## src/hw/rtl/brtc_pkg.sv

```systemverilog
// Shared types and constants for the blank-run to tab converter.
// Holds the byte codes, widths and the command word passed from front to back.
// No dependencies.
package brtc_pkg;

  localparam int MAX_TAB_SIZE = 64;
  localparam int COLUMN_BITS  = 16;
  localparam int TAB_W        = 7;
  localparam int PHASE_W      = 6;
  localparam int CNT_W        = 6;
  localparam int Q_DEPTH      = 4;
  localparam int Q_PTR_W      = 2;

  localparam logic [7:0] CH_TAB   = 8'h09;
  localparam logic [7:0] CH_SPACE = 8'h20;
  localparam logic [7:0] CH_NL    = 8'h0A;
  localparam logic [7:0] CH_BS    = 8'h08;

  localparam logic [TAB_W-1:0] DEFAULT_TAB = 7'd8;
  localparam logic [CNT_W-1:0] PENDING_MAX = 6'd63;

  localparam logic REG_TAB_SIZE    = 1'b0;
  localparam logic REG_CONVERT_ALL = 1'b1;

  // One command: rep_cnt copies of rep_byte, then optionally tail_byte.
  typedef struct packed {
    logic [7:0]       rep_byte;
    logic [CNT_W-1:0] rep_cnt;
    logic             tail_vld;
    logic [7:0]       tail_byte;
  } cmd_t;

  typedef struct packed {
    logic full;
    logic empty;
  } q_stat_t;

  // Clamp the programmed tab size into 1..MAX_TAB_SIZE.
  function automatic logic [TAB_W-1:0] eff_tab(input logic [TAB_W-1:0] ts);
    logic [TAB_W-1:0] r;
    if (ts == '0) begin
      r = TAB_W'(1);
    end else if (ts > TAB_W'(MAX_TAB_SIZE)) begin
      r = TAB_W'(MAX_TAB_SIZE);
    end else begin
      r = ts;
    end
    return r;
  endfunction

endpackage

```

## src/hw/rtl/brtc_front.sv

```systemverilog
// Front end of the blank-run to tab converter: accepts bytes, tracks the line
// state and turns each byte into at most one command word. Uses brtc_pkg.
module brtc_front (
  input  logic                          clk,
  input  logic                          rst_n,
  input  logic                          push,
  input  logic [7:0]                    in_byte,
  input  logic                          in_end_of_input,
  output logic                          full,
  input  logic [brtc_pkg::TAB_W-1:0]    tab_eff,
  input  logic                          convert_all,
  input  logic                          tab_wr,
  input  brtc_pkg::q_stat_t             q_stat,
  output logic                          cmd_vld,
  output brtc_pkg::cmd_t                cmd
);

  localparam int CB = brtc_pkg::COLUMN_BITS;
  localparam int PW = brtc_pkg::PHASE_W;
  localparam int TW = brtc_pkg::TAB_W;
  localparam int NW = brtc_pkg::CNT_W;

  logic [CB-1:0] column_r, column_nxt;
  logic [PW-1:0] phase_r, phase_nxt;
  logic          open_r, open_nxt;
  logic [1:0]    run_r, run_nxt;
  logic          held_r, held_nxt;
  logic          hsr_r, hsr_nxt;
  logic [NW-1:0] pend_r, pend_nxt;
  logic          reduce_r, reduce_nxt;

  logic          accept;
  logic          is_blank;
  logic [TW-1:0] phase_w;
  logic [TW-1:0] adv;
  logic          reached;
  logic [CB:0]   col_sum;
  logic [CB-1:0] col_added;
  logic [PW-1:0] phase_inc;
  logic [NW-1:0] flush_cnt;
  logic [7:0]    flush_byte;

  assign full   = q_stat.full | reduce_r;
  assign accept = push & ~full;

  assign phase_w  = {1'b0, phase_r};
  assign is_blank = (in_byte == brtc_pkg::CH_SPACE) || (in_byte == brtc_pkg::CH_TAB);

  always_comb begin
    adv     = (in_byte == brtc_pkg::CH_TAB) ? (tab_eff - phase_w) : TW'(1);
    col_sum = {1'b0, column_r} + (CB+1)'(adv);
    col_added = col_sum[CB] ? {CB{1'b1}} : col_sum[CB-1:0];
    reached = (in_byte == brtc_pkg::CH_TAB) || ((phase_w + TW'(1)) == tab_eff);
    phase_inc = reached ? '0 : (phase_r + PW'(1));
  end

  // Output of flushing the held run.
  always_comb begin
    flush_byte = brtc_pkg::CH_SPACE;
    flush_cnt  = '0;
    case (run_r)
      2'd1: begin
        flush_byte = held_r ? brtc_pkg::CH_TAB : brtc_pkg::CH_SPACE;
        flush_cnt  = NW'(1);
      end
      2'd2, 2'd3: begin
        flush_cnt = pend_r;
      end
      default: begin
        flush_cnt = '0;
      end
    endcase
  end

  always_comb begin
    column_nxt = column_r;
    phase_nxt  = phase_r;
    open_nxt   = open_r;
    run_nxt    = run_r;
    held_nxt   = held_r;
    hsr_nxt    = hsr_r;
    pend_nxt   = pend_r;
    reduce_nxt = reduce_r;
    cmd        = '0;
    cmd_vld    = 1'b0;

    if (reduce_r) begin
      // Bring the phase below a newly written tab size, one subtract a cycle.
      if (phase_w >= tab_eff) begin
        phase_nxt = PW'(phase_w - tab_eff);
      end else begin
        reduce_nxt = 1'b0;
      end
    end else if (tab_wr) begin
      reduce_nxt = 1'b1;
    end

    if (accept) begin
      if (in_end_of_input) begin
        cmd.rep_byte = flush_byte;
        cmd.rep_cnt  = flush_cnt;
        column_nxt   = '0;
        phase_nxt    = '0;
        open_nxt     = 1'b1;
        run_nxt      = 2'd0;
        held_nxt     = 1'b0;
        hsr_nxt      = 1'b0;
        pend_nxt     = '0;
      end else if (is_blank && open_r) begin
        column_nxt   = col_added;
        phase_nxt    = phase_inc;
        cmd.rep_byte = brtc_pkg::CH_TAB;
        if (run_r == 2'd0) begin
          run_nxt  = 2'd1;
          held_nxt = (in_byte == brtc_pkg::CH_TAB);
          hsr_nxt  = reached;
          pend_nxt = reached ? '0 : NW'(1);
        end else begin
          cmd.rep_cnt = NW'((run_r == 2'd1) && hsr_r) + NW'(reached);
          run_nxt     = 2'd2;
          if (reached) begin
            pend_nxt = '0;
          end else if (pend_r < brtc_pkg::PENDING_MAX) begin
            pend_nxt = pend_r + NW'(1);
          end
        end
      end else begin
        cmd.rep_byte  = flush_byte;
        cmd.rep_cnt   = flush_cnt;
        cmd.tail_vld  = 1'b1;
        cmd.tail_byte = in_byte;
        run_nxt       = 2'd0;
        held_nxt      = 1'b0;
        hsr_nxt       = 1'b0;
        pend_nxt      = '0;
        if (in_byte == brtc_pkg::CH_NL) begin
          column_nxt = '0;
          phase_nxt  = '0;
          open_nxt   = 1'b1;
        end else begin
          if (in_byte == brtc_pkg::CH_BS) begin
            if (column_r != '0) begin
              column_nxt = column_r - CB'(1);
              phase_nxt  = (phase_r == '0) ? PW'(tab_eff - TW'(1)) : (phase_r - PW'(1));
            end
          end else if (in_byte == brtc_pkg::CH_TAB) begin
            column_nxt = col_added;
            phase_nxt  = '0;
          end else begin
            column_nxt = col_added;
            phase_nxt  = phase_inc;
          end
          if (!convert_all) begin
            open_nxt = 1'b0;
          end
        end
      end
      cmd_vld = (cmd.rep_cnt != '0) || cmd.tail_vld;
    end
  end

  always_ff @(posedge clk) begin
    if (!rst_n) begin
      column_r <= '0;
      phase_r  <= '0;
      open_r   <= 1'b1;
      run_r    <= 2'd0;
      held_r   <= 1'b0;
      hsr_r    <= 1'b0;
      pend_r   <= '0;
      reduce_r <= 1'b0;
    end else begin
      column_r <= column_nxt;
      phase_r  <= phase_nxt;
      open_r   <= open_nxt;
      run_r    <= run_nxt;
      held_r   <= held_nxt;
      hsr_r    <= hsr_nxt;
      pend_r   <= pend_nxt;
      reduce_r <= reduce_nxt;
    end
  end

endmodule

```

## src/hw/rtl/brtc_fifo.sv

```systemverilog
// Command queue between front and back of the blank-run to tab converter.
// Small register array with head read; uses brtc_pkg.
module brtc_fifo (
  input  logic              clk,
  input  logic              rst_n,
  input  logic              wr,
  input  brtc_pkg::cmd_t    wr_data,
  input  logic              rd,
  output brtc_pkg::cmd_t    rd_data,
  output brtc_pkg::q_stat_t stat
);

  localparam int PW = brtc_pkg::Q_PTR_W;
  localparam int D  = brtc_pkg::Q_DEPTH;

  brtc_pkg::cmd_t mem [D];
  logic [PW-1:0]  wp_r, wp_nxt;
  logic [PW-1:0]  rp_r, rp_nxt;
  logic [PW:0]    cnt_r, cnt_nxt;
  logic           do_wr, do_rd;

  assign stat.full  = (cnt_r == (PW+1)'(D));
  assign stat.empty = (cnt_r == '0);
  assign do_wr      = wr & ~stat.full;
  assign do_rd      = rd & ~stat.empty;
  assign rd_data    = mem[rp_r];

  always_comb begin
    wp_nxt  = do_wr ? (wp_r + PW'(1)) : wp_r;
    rp_nxt  = do_rd ? (rp_r + PW'(1)) : rp_r;
    cnt_nxt = cnt_r + (PW+1)'(do_wr) - (PW+1)'(do_rd);
  end

  always_ff @(posedge clk) begin
    if (do_wr) begin
      mem[wp_r] <= wr_data;
    end
  end

  always_ff @(posedge clk) begin
    if (!rst_n) begin
      wp_r  <= '0;
      rp_r  <= '0;
      cnt_r <= '0;
    end else begin
      wp_r  <= wp_nxt;
      rp_r  <= rp_nxt;
      cnt_r <= cnt_nxt;
    end
  end

endmodule

```

## src/hw/rtl/brtc_back.sv

```systemverilog
// Back end of the blank-run to tab converter: expands queued commands into
// one byte a cycle as pop allows, held in a result reg. Uses brtc_pkg.
module brtc_back (
  input  logic              clk,
  input  logic              rst_n,
  input  brtc_pkg::cmd_t    head,
  input  brtc_pkg::q_stat_t q_stat,
  output logic              q_rd,
  output logic              empty,
  input  logic              pop,
  output logic [7:0]        out_byte,
  output logic              out_last
);

  localparam int NW = brtc_pkg::CNT_W;

  logic [NW-1:0] idx_r, idx_nxt;
  logic          vld_r, vld_nxt;
  logic [7:0]    byte_r, byte_nxt;
  logic          last_r, last_nxt;
  logic          load;
  logic          in_rep;

  assign empty    = ~vld_r;
  assign out_byte = byte_r;
  assign out_last = last_r;
  assign load     = ~q_stat.empty & (~vld_r | pop);
  assign in_rep   = idx_r < head.rep_cnt;

  always_comb begin
    idx_nxt  = idx_r;
    vld_nxt  = vld_r & ~pop;
    byte_nxt = byte_r;
    last_nxt = last_r;
    q_rd     = 1'b0;
    if (load) begin
      vld_nxt = 1'b1;
      if (in_rep) begin
        byte_nxt = head.rep_byte;
        last_nxt = (idx_r == (head.rep_cnt - NW'(1))) && !head.tail_vld;
      end else begin
        byte_nxt = head.tail_byte;
        last_nxt = 1'b1;
      end
      // Retire the command on its final byte.
      if (last_nxt) begin
        q_rd    = 1'b1;
        idx_nxt = '0;
      end else begin
        idx_nxt = idx_r + NW'(1);
      end
    end
  end

  always_ff @(posedge clk) begin
    byte_r <= byte_nxt;
    last_r <= last_nxt;
  end

  always_ff @(posedge clk) begin
    if (!rst_n) begin
      idx_r <= '0;
      vld_r <= 1'b0;
    end else begin
      idx_r <= idx_nxt;
      vld_r <= vld_nxt;
    end
  end

endmodule

```

## src/hw/rtl/blank_run_to_tab_converter.sv

```systemverilog
// Top level of the blank-run to tab converter (unexpand).
// Instantiates brtc_front, brtc_fifo and brtc_back; uses brtc_pkg.
//
// Usage:
//   Input channel: drive in_byte / in_end_of_input with push; a byte is
//   taken on a clock edge with push high and full low. One byte a cycle is
//   accepted while the command queue has room and no phase reduction runs.
//   Result channel: while empty is low, out_byte / out_last show the oldest
//   result; pop high at a clock edge takes it. out_last marks the final
//   byte caused by one input request.
//   Path: a request's command is registered in the command queue and its
//   bytes then in the result register. The back end emits one byte per
//   cycle while pop is high, so a request flushing a long blank run (up
//   to 63 blanks and a tail byte) drains byte by byte; the four-entry
//   command queue absorbs this until it fills, then full is raised.
//   Receiver stall: with pop low the result register holds and the back
//   end waits; the front keeps accepting until the queue is full.
//   Configuration: APB writes at 0 (tab_size) and 4 (convert_all), only
//   while the block is idle. A tab_size write raises full while the column
//   phase is reduced to the new size.
//   Reset (rst_n low, synchronous): registers return to tab size 8,
//   leading-only mode; line state and queue clear.
module blank_run_to_tab_converter (
  input  logic        clk,
  input  logic        rst_n,
  // input channel
  input  logic        push,
  output logic        full,
  input  logic [7:0]  in_byte,
  input  logic        in_end_of_input,
  // result channel
  output logic        empty,
  input  logic        pop,
  output logic [7:0]  out_byte,
  output logic        out_last,
  // configuration
  input  logic        psel,
  input  logic        penable,
  input  logic        pwrite,
  input  logic [2:0]  paddr,
  input  logic [31:0] pwdata,
  output logic [31:0] prdata,
  output logic        pready
);

  localparam int TW = brtc_pkg::TAB_W;

  logic [TW-1:0]     tab_size_r, tab_size_nxt;
  logic              conv_all_r, conv_all_nxt;
  logic              cfg_wr;
  logic              tab_wr;
  logic [TW-1:0]     tab_eff;

  logic              cmd_vld;
  brtc_pkg::cmd_t    cmd;
  brtc_pkg::cmd_t    head;
  brtc_pkg::q_stat_t q_stat;
  logic              q_rd;

  // Register file: decode the word address only.
  assign pready  = 1'b1;
  assign cfg_wr  = psel & penable & pwrite & pready;
  assign tab_wr  = cfg_wr && (paddr[2] == brtc_pkg::REG_TAB_SIZE);
  assign tab_eff = brtc_pkg::eff_tab(tab_size_r);

  always_comb begin
    tab_size_nxt = tab_size_r;
    conv_all_nxt = conv_all_r;
    if (cfg_wr) begin
      case (paddr[2])
        brtc_pkg::REG_TAB_SIZE:    tab_size_nxt = pwdata[TW-1:0];
        brtc_pkg::REG_CONVERT_ALL: conv_all_nxt = pwdata[0];
        default:                   tab_size_nxt = tab_size_r;
      endcase
    end
  end

  always_comb begin
    case (paddr[2])
      brtc_pkg::REG_TAB_SIZE:    prdata = {{(32-TW){1'b0}}, tab_size_r};
      brtc_pkg::REG_CONVERT_ALL: prdata = {31'd0, conv_all_r};
      default:                   prdata = '0;
    endcase
  end

  always_ff @(posedge clk) begin
    if (!rst_n) begin
      tab_size_r <= brtc_pkg::DEFAULT_TAB;
      conv_all_r <= 1'b0;
    end else begin
      tab_size_r <= tab_size_nxt;
      conv_all_r <= conv_all_nxt;
    end
  end

  // Front: classify each byte, update line state, issue up to one command.
  brtc_front u_front (
    .clk             (clk),
    .rst_n           (rst_n),
    .push            (push),
    .in_byte         (in_byte),
    .in_end_of_input (in_end_of_input),
    .full            (full),
    .tab_eff         (tab_eff),
    .convert_all     (conv_all_r),
    .tab_wr          (tab_wr),
    .q_stat          (q_stat),
    .cmd_vld         (cmd_vld),
    .cmd             (cmd)
  );

  // Queue: decouple the one-byte-in front from the many-bytes-out back.
  brtc_fifo u_fifo (
    .clk     (clk),
    .rst_n   (rst_n),
    .wr      (cmd_vld),
    .wr_data (cmd),
    .rd      (q_rd),
    .rd_data (head),
    .stat    (q_stat)
  );

  // Back: expand commands into bytes, hold the result for the receiver.
  brtc_back u_back (
    .clk      (clk),
    .rst_n    (rst_n),
    .head     (head),
    .q_stat   (q_stat),
    .q_rd     (q_rd),
    .empty    (empty),
    .pop      (pop),
    .out_byte (out_byte),
    .out_last (out_last)
  );

endmodule
```

## config.mk

```make
export PLATFORM = sky130hd
export DESIGN_NAME = blank_run_to_tab_converter
export DESIGN_NICKNAME = d
export VERILOG_FILES = /design/src/hw/rtl/brtc_pkg.sv /design/src/hw/rtl/brtc_front.sv /design/src/hw/rtl/brtc_fifo.sv /design/src/hw/rtl/brtc_back.sv /design/src/hw/rtl/blank_run_to_tab_converter.sv
export SDC_FILE = /design/constraint.sdc
export NUM_CORES = 1
export LEC_CHECK = 0
export ABC_AREA = 1
export BUFFER_PORTS_ARGS = -buffer_cell sky130_fd_sc_hd__buf_2
export CAP_MARGIN = 20
export CORE_MARGIN = 2
export CORE_UTILIZATION = 40
export CTS_CLUSTER_SIZE = 20
export DETAILED_ROUTE_END_ITERATION = 10
export HOLD_SLACK_MARGIN = 0.03
export PLACE_DENSITY_LB_ADDON = 0.2
export SLEW_MARGIN = 20
export SYNTH_ARGS = -nofsm -noshare
export SYNTH_HDL_FRONTEND = slang
export SYNTH_SLANG_ARGS = --single-unit
```

## constraint.sdc

```tcl
create_clock -name clk -period 4.5 [get_ports clk]
set_clock_uncertainty 0.1 [all_clocks]
set_input_delay 0.45 -clock clk [delete_from_list [all_inputs] [get_ports clk]]
set_output_delay 0.45 -clock clk [all_outputs]
set_load 0.03 [all_outputs]
```

[Word-level counts from Yosys, hierarchy flattened]
Memory sizes are Yosys's and may differ from the RTL's. A register that Yosys moved wholly into a read port is not among the register bits.
Cells that the tools add are included.
Operators by class
  add/subtract/negate cells: 16
  magnitude comparators: 4
  equality and inequality tests: 15
  multiplexer cells: 66
  bitwise logic cells: 15
  reductions and logical operators: 21
Operators by type and width (count)
  6-bit 2-to-1 mux: 19
  16-bit 2-to-1 mux: 6
  32-bit one-hot mux with 2 select lines: 1
  14-bit 2-to-1 mux: 3
  9-bit 2-to-1 mux: 3
  8-bit by 4-bit equality test with 1-bit output, second input constant: 3
  23-bit 2-to-1 mux: 1
  1-bit 2-to-1 mux: 22
  7-bit 2-to-1 mux: 3
  6-bit by 1-bit adder with 6-bit output, second input constant: 3
  6-bit by 1-bit subtractor with 6-bit output, second input constant: 3
  16-bit by 7-bit adder with 17-bit output: 1
  8-bit 2-to-1 mux: 2
  16-bit nonzero test: 1
  16-bit by 1-bit subtractor with 16-bit output, second input constant: 1
  6-bit one-hot mux with 2 select lines: 1
  2-bit 2-to-1 mux: 5
  2-bit AND reduction: 5
  8-bit by 6-bit equality test with 1-bit output, second input constant: 1
  6-bit by 1-bit adder with 7-bit output, second input constant: 1
  1-bit AND: 7
  7-bit equality test: 1
  6-bit by 7-bit >= comparator with 1-bit output: 1
  7-bit greater-than comparator, second input constant: 1
  other kinds (29): 42
Word-level totals
  register bits after elaboration: 65
  memory bits (writable): 92
  input port bits: 51
  output and inout port bits: 44
  logic and storage cells: 155
  memories kept: 1
Memory list
  u_fifo.mem: depth 4, width 23, rd ports 1, clocked after Yosys merged registers in 1, wr ports 1, line brtc_fifo.sv:16  | brtc_pkg::cmd_t mem [D];

[Longest topological paths before layout]
Gate-level depths: netlist of the first run.
  word-level depth: 16
  depth in mapped cells: 26
  gate-level depth less buffers: 26

[Cells and area by module]
A second synthesis of the first run with hierarchy kept.
Unflattened totals
  cells, all modules: 1239
  area total of the unflattened synthesis: 10187.3 sq um
Modules (own cells, without submodules)
  brtc_front: times used 1, cells each 706, area each 4242.8 sq um, seq. area each 680.7 sq um
  brtc_fifo: times used 1, cells each 290, area each 4221.5 sq um, seq. area each 2942.8 sq um
  brtc_back: times used 1, cells each 135, area each 1034.7 sq um, seq. area each 410.4 sq um
  blank_run_to_tab_converter: times used 1, cells each 108, area each 688.2 sq um, seq. area each 160.2 sq um

[Worst setup path before layout of the first run]
OpenSTA, ideal clock, no wires.
  path kind: reg-to-reg
  from: register tab_size_r[2]
  to: register u_front.column_r[10]
  setup time: 0.122 ns
  arrival time: 3.240 ns
  required time: 4.278 ns
  slack: 1.038 ns
  stages on the path, launching flop included: 27
  buffers on the path: 1
  clock period less this slack: 3.462 ns
  path through: dfxtp_1 nor2_1 nand3_1 nand2_2 nand2_1 nand2_1 inv_1 ha_1 inv_1 fa_1 nand2_1 nand2_1 nand2_1 nand2_1 a21oi_1 o21ai_0 a21oi_1 ha_1 nand2_1 inv_1 a21oi_1 nand2_1 nand3_1 clkbuf_1 nand3_1 o21ai_0 a21oi_1
On the way
  longest elaborated chain between the ends: 11
  elaborated cells on any way between the ends: 12
  those cells by class: add/sub: 2; order compare: 1; mux: 8; reduce/logical: 1
Ends and longest elaborated chain
  from (decl): line blank_run_to_tab_converter.sv:48  | logic [TW-1:0] tab_size_r, tab_size_nxt;
  from (signal assigned): line blank_run_to_tab_converter.sv:88  | tab_size_r <= brtc_pkg::DEFAULT_TAB;
  from (signal assigned): line blank_run_to_tab_converter.sv:91  | tab_size_r <= tab_size_nxt;
  7-bit greater-than comparator: line brtc_pkg.sv:43  | end else if (ts > TAB_W'(MAX_TAB_SIZE)) begin
  7-bit 2-to-1 mux: line brtc_pkg.sv:43
  7-bit 2-to-1 mux (*): line brtc_pkg.sv:41  | if (ts == '0) begin
  7-bit by 6-bit subtractor with 7-bit output (*): line brtc_front.sv:50  | adv = (in_byte == brtc_pkg::CH_TAB) ? (tab_eff - phase_w) : TW'(1);
  7-bit 2-to-1 mux (*): line brtc_front.sv:50
  16-bit by 7-bit adder with 17-bit output (*): line brtc_front.sv:51  | col_sum = {1'b0, column_r} + (CB+1)'(adv);
  16-bit 2-to-1 mux (*): line brtc_front.sv:52  | col_added = col_sum[CB] ? {CB{1'b1}} : col_sum[CB-1:0];
  16-bit 2-to-1 mux: line brtc_front.sv:141  | if (in_byte == brtc_pkg::CH_BS) begin
  16-bit 2-to-1 mux: line brtc_front.sv:136  | if (in_byte == brtc_pkg::CH_NL) begin
  16-bit 2-to-1 mux (*): line brtc_front.sv:109  | end else if (is_blank && open_r) begin
  16-bit 2-to-1 mux (*): line brtc_front.sv:99  | if (in_end_of_input) begin
  to (signal assigned): line brtc_front.sv:173  | column_r <= column_nxt;
  to (decl): line brtc_front.sv:23  | logic [CB-1:0] column_r, column_nxt;
Every way passes the cells marked *; elsewhere a longest branch is shown, timed or not.
A chain may end at the register's enable or synchronous reset.

[Final worst setup path of the first run]
Ends and elaborated chain as after synthesis.

==> results of run 1 <==
## flip-flops by register name (all words and copies together) (netlist names), 3 cells and up, named ones only
| register | count |
|---|---|
| u_back.out_byte | 8 |
| u_front.pend_r | 6 |
| u_front.phase_r | 6 |
| u_back.idx_r | 6 |
| tab_size_r | 7 |
| u_fifo.cnt_r | 3 |
| u_fifo.mem | 68 |
| u_front.column_r | 16 |
## worst min-delay path: cells and delay by family
family                 cells  cell delay [ns]
AO/OA/AOI/OAI              2             0.11
buffers and inverters      1             0.08
## metal layers
metal  wire length (um)  part of all wire, %
met2              10400                   49
met5                  0                    0
met1              10100                   47
met4                266                  1.2
met3                617                  2.9
## layout by cell type (no fill, tap or decap), types with 4 or more instances in the layout
cell type / instances
nor2_2: 7
conb_1: 26
nand3_1: 90
dfxtp_1: 57
nand4_1: 27
nand2_4: 5
edfxtp_1: 77
clkbuf_16: 17
xnor2_1: 7
xor2_1: 20
fa_1: 4
nor3_1: 15
inv_6: 4
buf_4: 14
nand2_1: 239
nor2_1: 135
nand2_2: 14
a31oi_1: 10
inv_1: 124
o21ai_0: 73
buf_2: 41
ha_1: 38
a21oi_1: 95
inv_2: 5
## power breakdown
| group | total, mW | switching, mW | internal, mW |
|---|---|---|---|
| sequential | 1.60 | 0.108 | 1.49 |
| clock | 1.50 | 0.598 | 0.897 |
| combinational | 1.13 | 0.782 | 0.349 |
## final timing paths
| path | start | to | slack (ns) | cells past startpoint |
|---|---|---|---|---|
| hold reg to reg | u_front.held_r | u_front.held_r | 0.37 | 2 |
| setup reg to reg | tab_size_r[2] | u_front.column_r[10] | 0.45 | 26 |
| hold / removal | pwdata[3] | tab_size_r[3] | 0.16 | 3 |
| setup / recovery | tab_size_r[2] | u_front.column_r[10] | 0.45 | 26 |
## logic make-up (layout without fill, tap and decap cells)
kind of cell,Yosys count,in the layout,share of synthesized area [%]
flops,135,135,39.7
other cells,2,26,0.0858
simple gates,554,554,28.3
xor+xnor,28,28,2.96
fa+ha+maj,42,42,6.35
compound gates,198,198,12.2
buf+inv,199,221,10.4
## per-stage QoR
step / hold WS [ns] / worst slack (ns)
after floorplan: 0.344 / 1.04
after global placement: 0.362 / 0.321
after detailed placement: 0.362 / 0.249
after CTS: 0.146 / 0.240
after global routing: 0.180 / 0.0240
final: 0.160 / 0.446
## final cells by class
cell class / instances / area (um^2) / area share, %
clock buffer: 17 / 425 / 4.37
clock inverter: 15 / 209 / 2.15
inverter: 134 / 510 / 5.24
multi-input combinational: 848 / 4460 / 45.8
sequential: 135 / 3470 / 35.7
tap: 280 / 350 / 3.60
timing repair buffer: 55 / 310 / 3.19
==> impl_metrics.ini, run 1 <==
[layout]
stdcell_area_um2 = 9740
diodes = 0
area_growth_pct = 11.3
instances_no_fill = 1484
n_fill_cell = 2233
nets = 1284
utilization_pct = 45.0
drive_above_1_share_pct = 11.3

[drt]
routed_wl_um = 21300
first_pass_iters = 7
avgRoutedWirePerCell_um = 14.4
first_iter_violations = 471
vias = 7484
ant_nets = 0
via_per_inst = 5.04
drc = 0

[sta]
rsz0062_at_grt = false
fin_crit_sh_pct = 90.1
setup_viol = 0
tightest_slew_ns = 0.649
slew_headroom_pct = 56.5
hold_viol_final = 0
slew_viol_final = 0
max_freq_mhz = 247
tns_ns = 0
period_needed_ns = 4.05

[setup_path]
crit_top_cell = nand2_1
criticalPathCategory = reg2reg
max_stage_delay_ns = 0.40
cp-start-kind = flop
critPathArrivalTime_ns = 4.27
worstSetupEndpointType = flop
path_max_fanout = 8
crit_buf_inv = 4
cp.required_ns = 4.72
crit_family = simple AND/OR/NAND/NOR gates
crit_slowest_cell = fa_1

[clocking]
cts_tree = yes
cts_sinks = 135
post_cts_resized = 0
post_cts_buffers = 0
root_buffer = clkbuf_16
clk_pin_slew_ns = 0.07
cts-hold-fix-buffers = 0
cts_buffers = 17
insertion_delay_ns = 0.43
htreeDepth = 4
clk_path_buf_depth = 2

[grt]
gr-max-usage-layer = met2
grt_max_degree = 36
grt_pass1_wl_um = 35500
use_met1_pct = 24.6
grt_pass1_vias = 7015
use_met2_pct = 32.4
grt_use_total_pct = 18.9
overflow = 0
antenna_found_initial = 0
grt_use_met3_pct = 3.28

[placed_design]
io_buffers = 41
dp.cells = 1452
gp_congestion = 0.844
postPlaceCellArea_um2 = 9100
hpwl_um = 14900

[floorplan]
rows = 54
ios = 95
die_x_um = 152
coreArea_um2 = 21600
start_util_pct = 40.5
die_h_um = 152
die_area_um2 = 23100

[logic_synthesis]
postSynthAreaPerCell_um2 = 7.55
synth_top_area_share_pct = 26.4
yosys_warnings = 0
syn_inst = 1158
synthTopCellsByCount = nand2_1, nor2_1, inv_1, a21oi_1, nand3_1
synth_edf_count = 77
yosysMostFrequentCell = nand2_1
synthFlopType = edfxtp_1
post_synth_instance_area_um2 = 8750
synth_area_leaders = edfxtp_1, dfxtp_1, nand2_1
async_flop_share_pct = 0
ys_ff_latch = 135
yosysTopAreaCell = edfxtp_1
ys_seq_area_share_pct = 39.7
synth_cell_types = 55

[power]
p_leak_nw = 4.37
power_per_cell_area_nw_per_um2 = 434
ir_worst_vdd_mv = 0.231
total_power_mw = 4.23

[hold_path]
min_path_type = in2reg

[status]
status = finished clean

[run]
maxCapViolCount = 0
Power figures use the tool's default switching activity.
==> run 2, diff against run 1 <==
--- a/config.mk
+++ b/config.mk
@@ -8,7 +8,6 @@
 export ABC_AREA = 1
 export BUFFER_PORTS_ARGS = -buffer_cell sky130_fd_sc_hd__buf_2
 export CAP_MARGIN = 20
-export CORE_MARGIN = 2
 export CORE_UTILIZATION = 40
 export CTS_CLUSTER_SIZE = 20
 export DETAILED_ROUTE_END_ITERATION = 10
==> impl_metrics.ini, run 2 (synthesis gave the netlist of run 1 again) <==
[status]
status = finished clean

[placed_design]
gp_congestion = 0.871
hpwl_um = 14700
io_buffers = 41
postPlaceCellArea_um2 = 9090

[drt]
first_pass_iters = 5
avgRoutedWirePerCell_um = 14.3
vias = 7448
first_iter_violations = 500
drc = 0
ant_nets = 0
via_per_inst = 5.04
routed_wl_um = 21100

[grt]
grt_pass1_vias = 6893
grt_use_total_pct = 19.7
grt_max_degree = 36
antenna_found_initial = 0
grt_pass1_wl_um = 34300
overflow = 0

[run]
maxCapViolCount = 0

[floorplan]
rows = 53
die_x_um = 150
start_util_pct = 41.2
die_h_um = 150
die_area_um2 = 22500
coreArea_um2 = 21200
ios = 95

[clocking]
insertion_delay_ns = 0.43
post_cts_buffers = 0
cts_sinks = 135
cts_tree = yes
clk_path_buf_depth = 2
root_buffer = clkbuf_16
cts_buffers = 17
clk_pin_slew_ns = 0.06
htreeDepth = 4

[sta]
rsz0062_at_grt = false
slew_headroom_pct = 54.1
hold_viol_final = 0
fin_crit_sh_pct = 87.9
tightest_slew_ns = 0.684
max_freq_mhz = 253
slew_viol_final = 0
tns_ns = 0
setup_viol = 0
period_needed_ns = 3.95

[power]
p_leak_nw = 4.35
ir_worst_vdd_mv = 0.318
power_per_cell_area_nw_per_um2 = 427

[layout]
nets = 1284
area_growth_pct = 10.9
largest_reg_flops = 68
utilization_pct = 45.7
top_register = u_fifo.mem
mostFrequentLayoutCell = nand2_1
diodes = 0
layout_common_cells = nand2_1, nor2_1, inv_1
stdcell_area_um2 = 9700
drive_above_1_share_pct = 11.3

[setup_path]
criticalPathCategory = reg2reg
worstSetupEndpointType = flop
cp.required_ns = 4.71
critPathArrivalTime_ns = 4.16
path_max_fanout = 12
cp-start-kind = flop

[hold_path]
min_path_type = in2reg
==> run 2: cell count changes in the layout (fill, tap and decap cells not counted), sizes merged <==
cell      change
bufinv        -3
clkinv        +1
clkinvlp      +1
inv           +1
==> run 2: what timing repair did <==
action                                  CTS  global route
endpoints found under the setup margin    0             7
resized for setup                         0             1
hold buffers                              0             0
==> run 2: final cells by class <==
cell class | instances | area, um^2
Fill cell | 2102 | 11500
Multi-Input combinational cell | 848 | 4460
Sequential cell | 135 | 3470
Inverter | 134 | 510
Clock buffer | 17 | 425
Tap cell | 275 | 344
Timing Repair Buffer | 55 | 310
Clock inverter | 15 | 179
==> run 2: layer usage <==
metal | part of all wire [%] | GRT usage, % | vias up
met5 | 0 | 0 | -
met4 | 1.2 | 5.25 | 0
met3 | 4.5 | 4.05 | 15
met2 | 48 | 33.7 | 174
met1 | 46 | 25.0 | 3391
li1 | - | - | 3868
==> run 2: report_power, final <==
group | internal [mW] | switching (mW)
sequential | 1.49 | 0.112
clock | 0.751 | 0.657
combinational | 0.351 | 0.778
==> run 2: worst max-delay path, stage by stage, from the launching register on <==
cell,delay [ns]
dfxtp_1,0.41
nor2_1,0.09
nand3_1,0.10
nand2_2,0.09
nand2_1,0.09
nand2_1,0.10
inv_1,0.07
ha_1,0.14
inv_1,0.06
fa_1,0.41
nand2_1,0.11
nand2_1,0.05
nand2_1,0.07
nand2_1,0.05
a21oi_1,0.16
o21ai_0,0.10
a21oi_1,0.26
ha_1,0.34
nand2_1,0.11
inv_1,0.06
a21oi_1,0.14
nand2_1,0.10
nand3_1,0.09
buf_4,0.21
nand3_1,0.10
a21oi_1,0.15
a21oi_1,0.08
==> run 2: metrics by stage <==
| step | hold slack, ns | std cells | setup WS (ns) | power, mW |
|---|---|---|---|---|
| 2_1_floorplan | 0.344 | 1182 | 1.04 | 2.50 |
| 3_3_place_gp | 0.360 | 1447 | 0.519 | 2.74 |
| 3_5_place_dp | 0.368 | 1447 | 0.454 | 2.76 |
| 4_1_cts | 0.136 | 1479 | 0.421 | 4.18 |
| 5_1_grt | 0.171 | 1479 | 0.122 | 4.40 |
| 6_report | 0.146 | 1479 | 0.546 | 4.14 |
==> run 2: path summary, 6_finish.rpt <==
check | startpoint | endpoint | slack [ns] | depth (start not counted)
hold reg to reg | u_front.held_r | u_front.held_r | 0.38 | 2
hold / removal | pwdata[3] | tab_size_r[3] | 0.15 | 3
setup reg to reg | tab_size_r[2] | u_front.column_r[13] | 0.55 | 26
setup / recovery | tab_size_r[2] | u_front.column_r[13] | 0.55 | 26
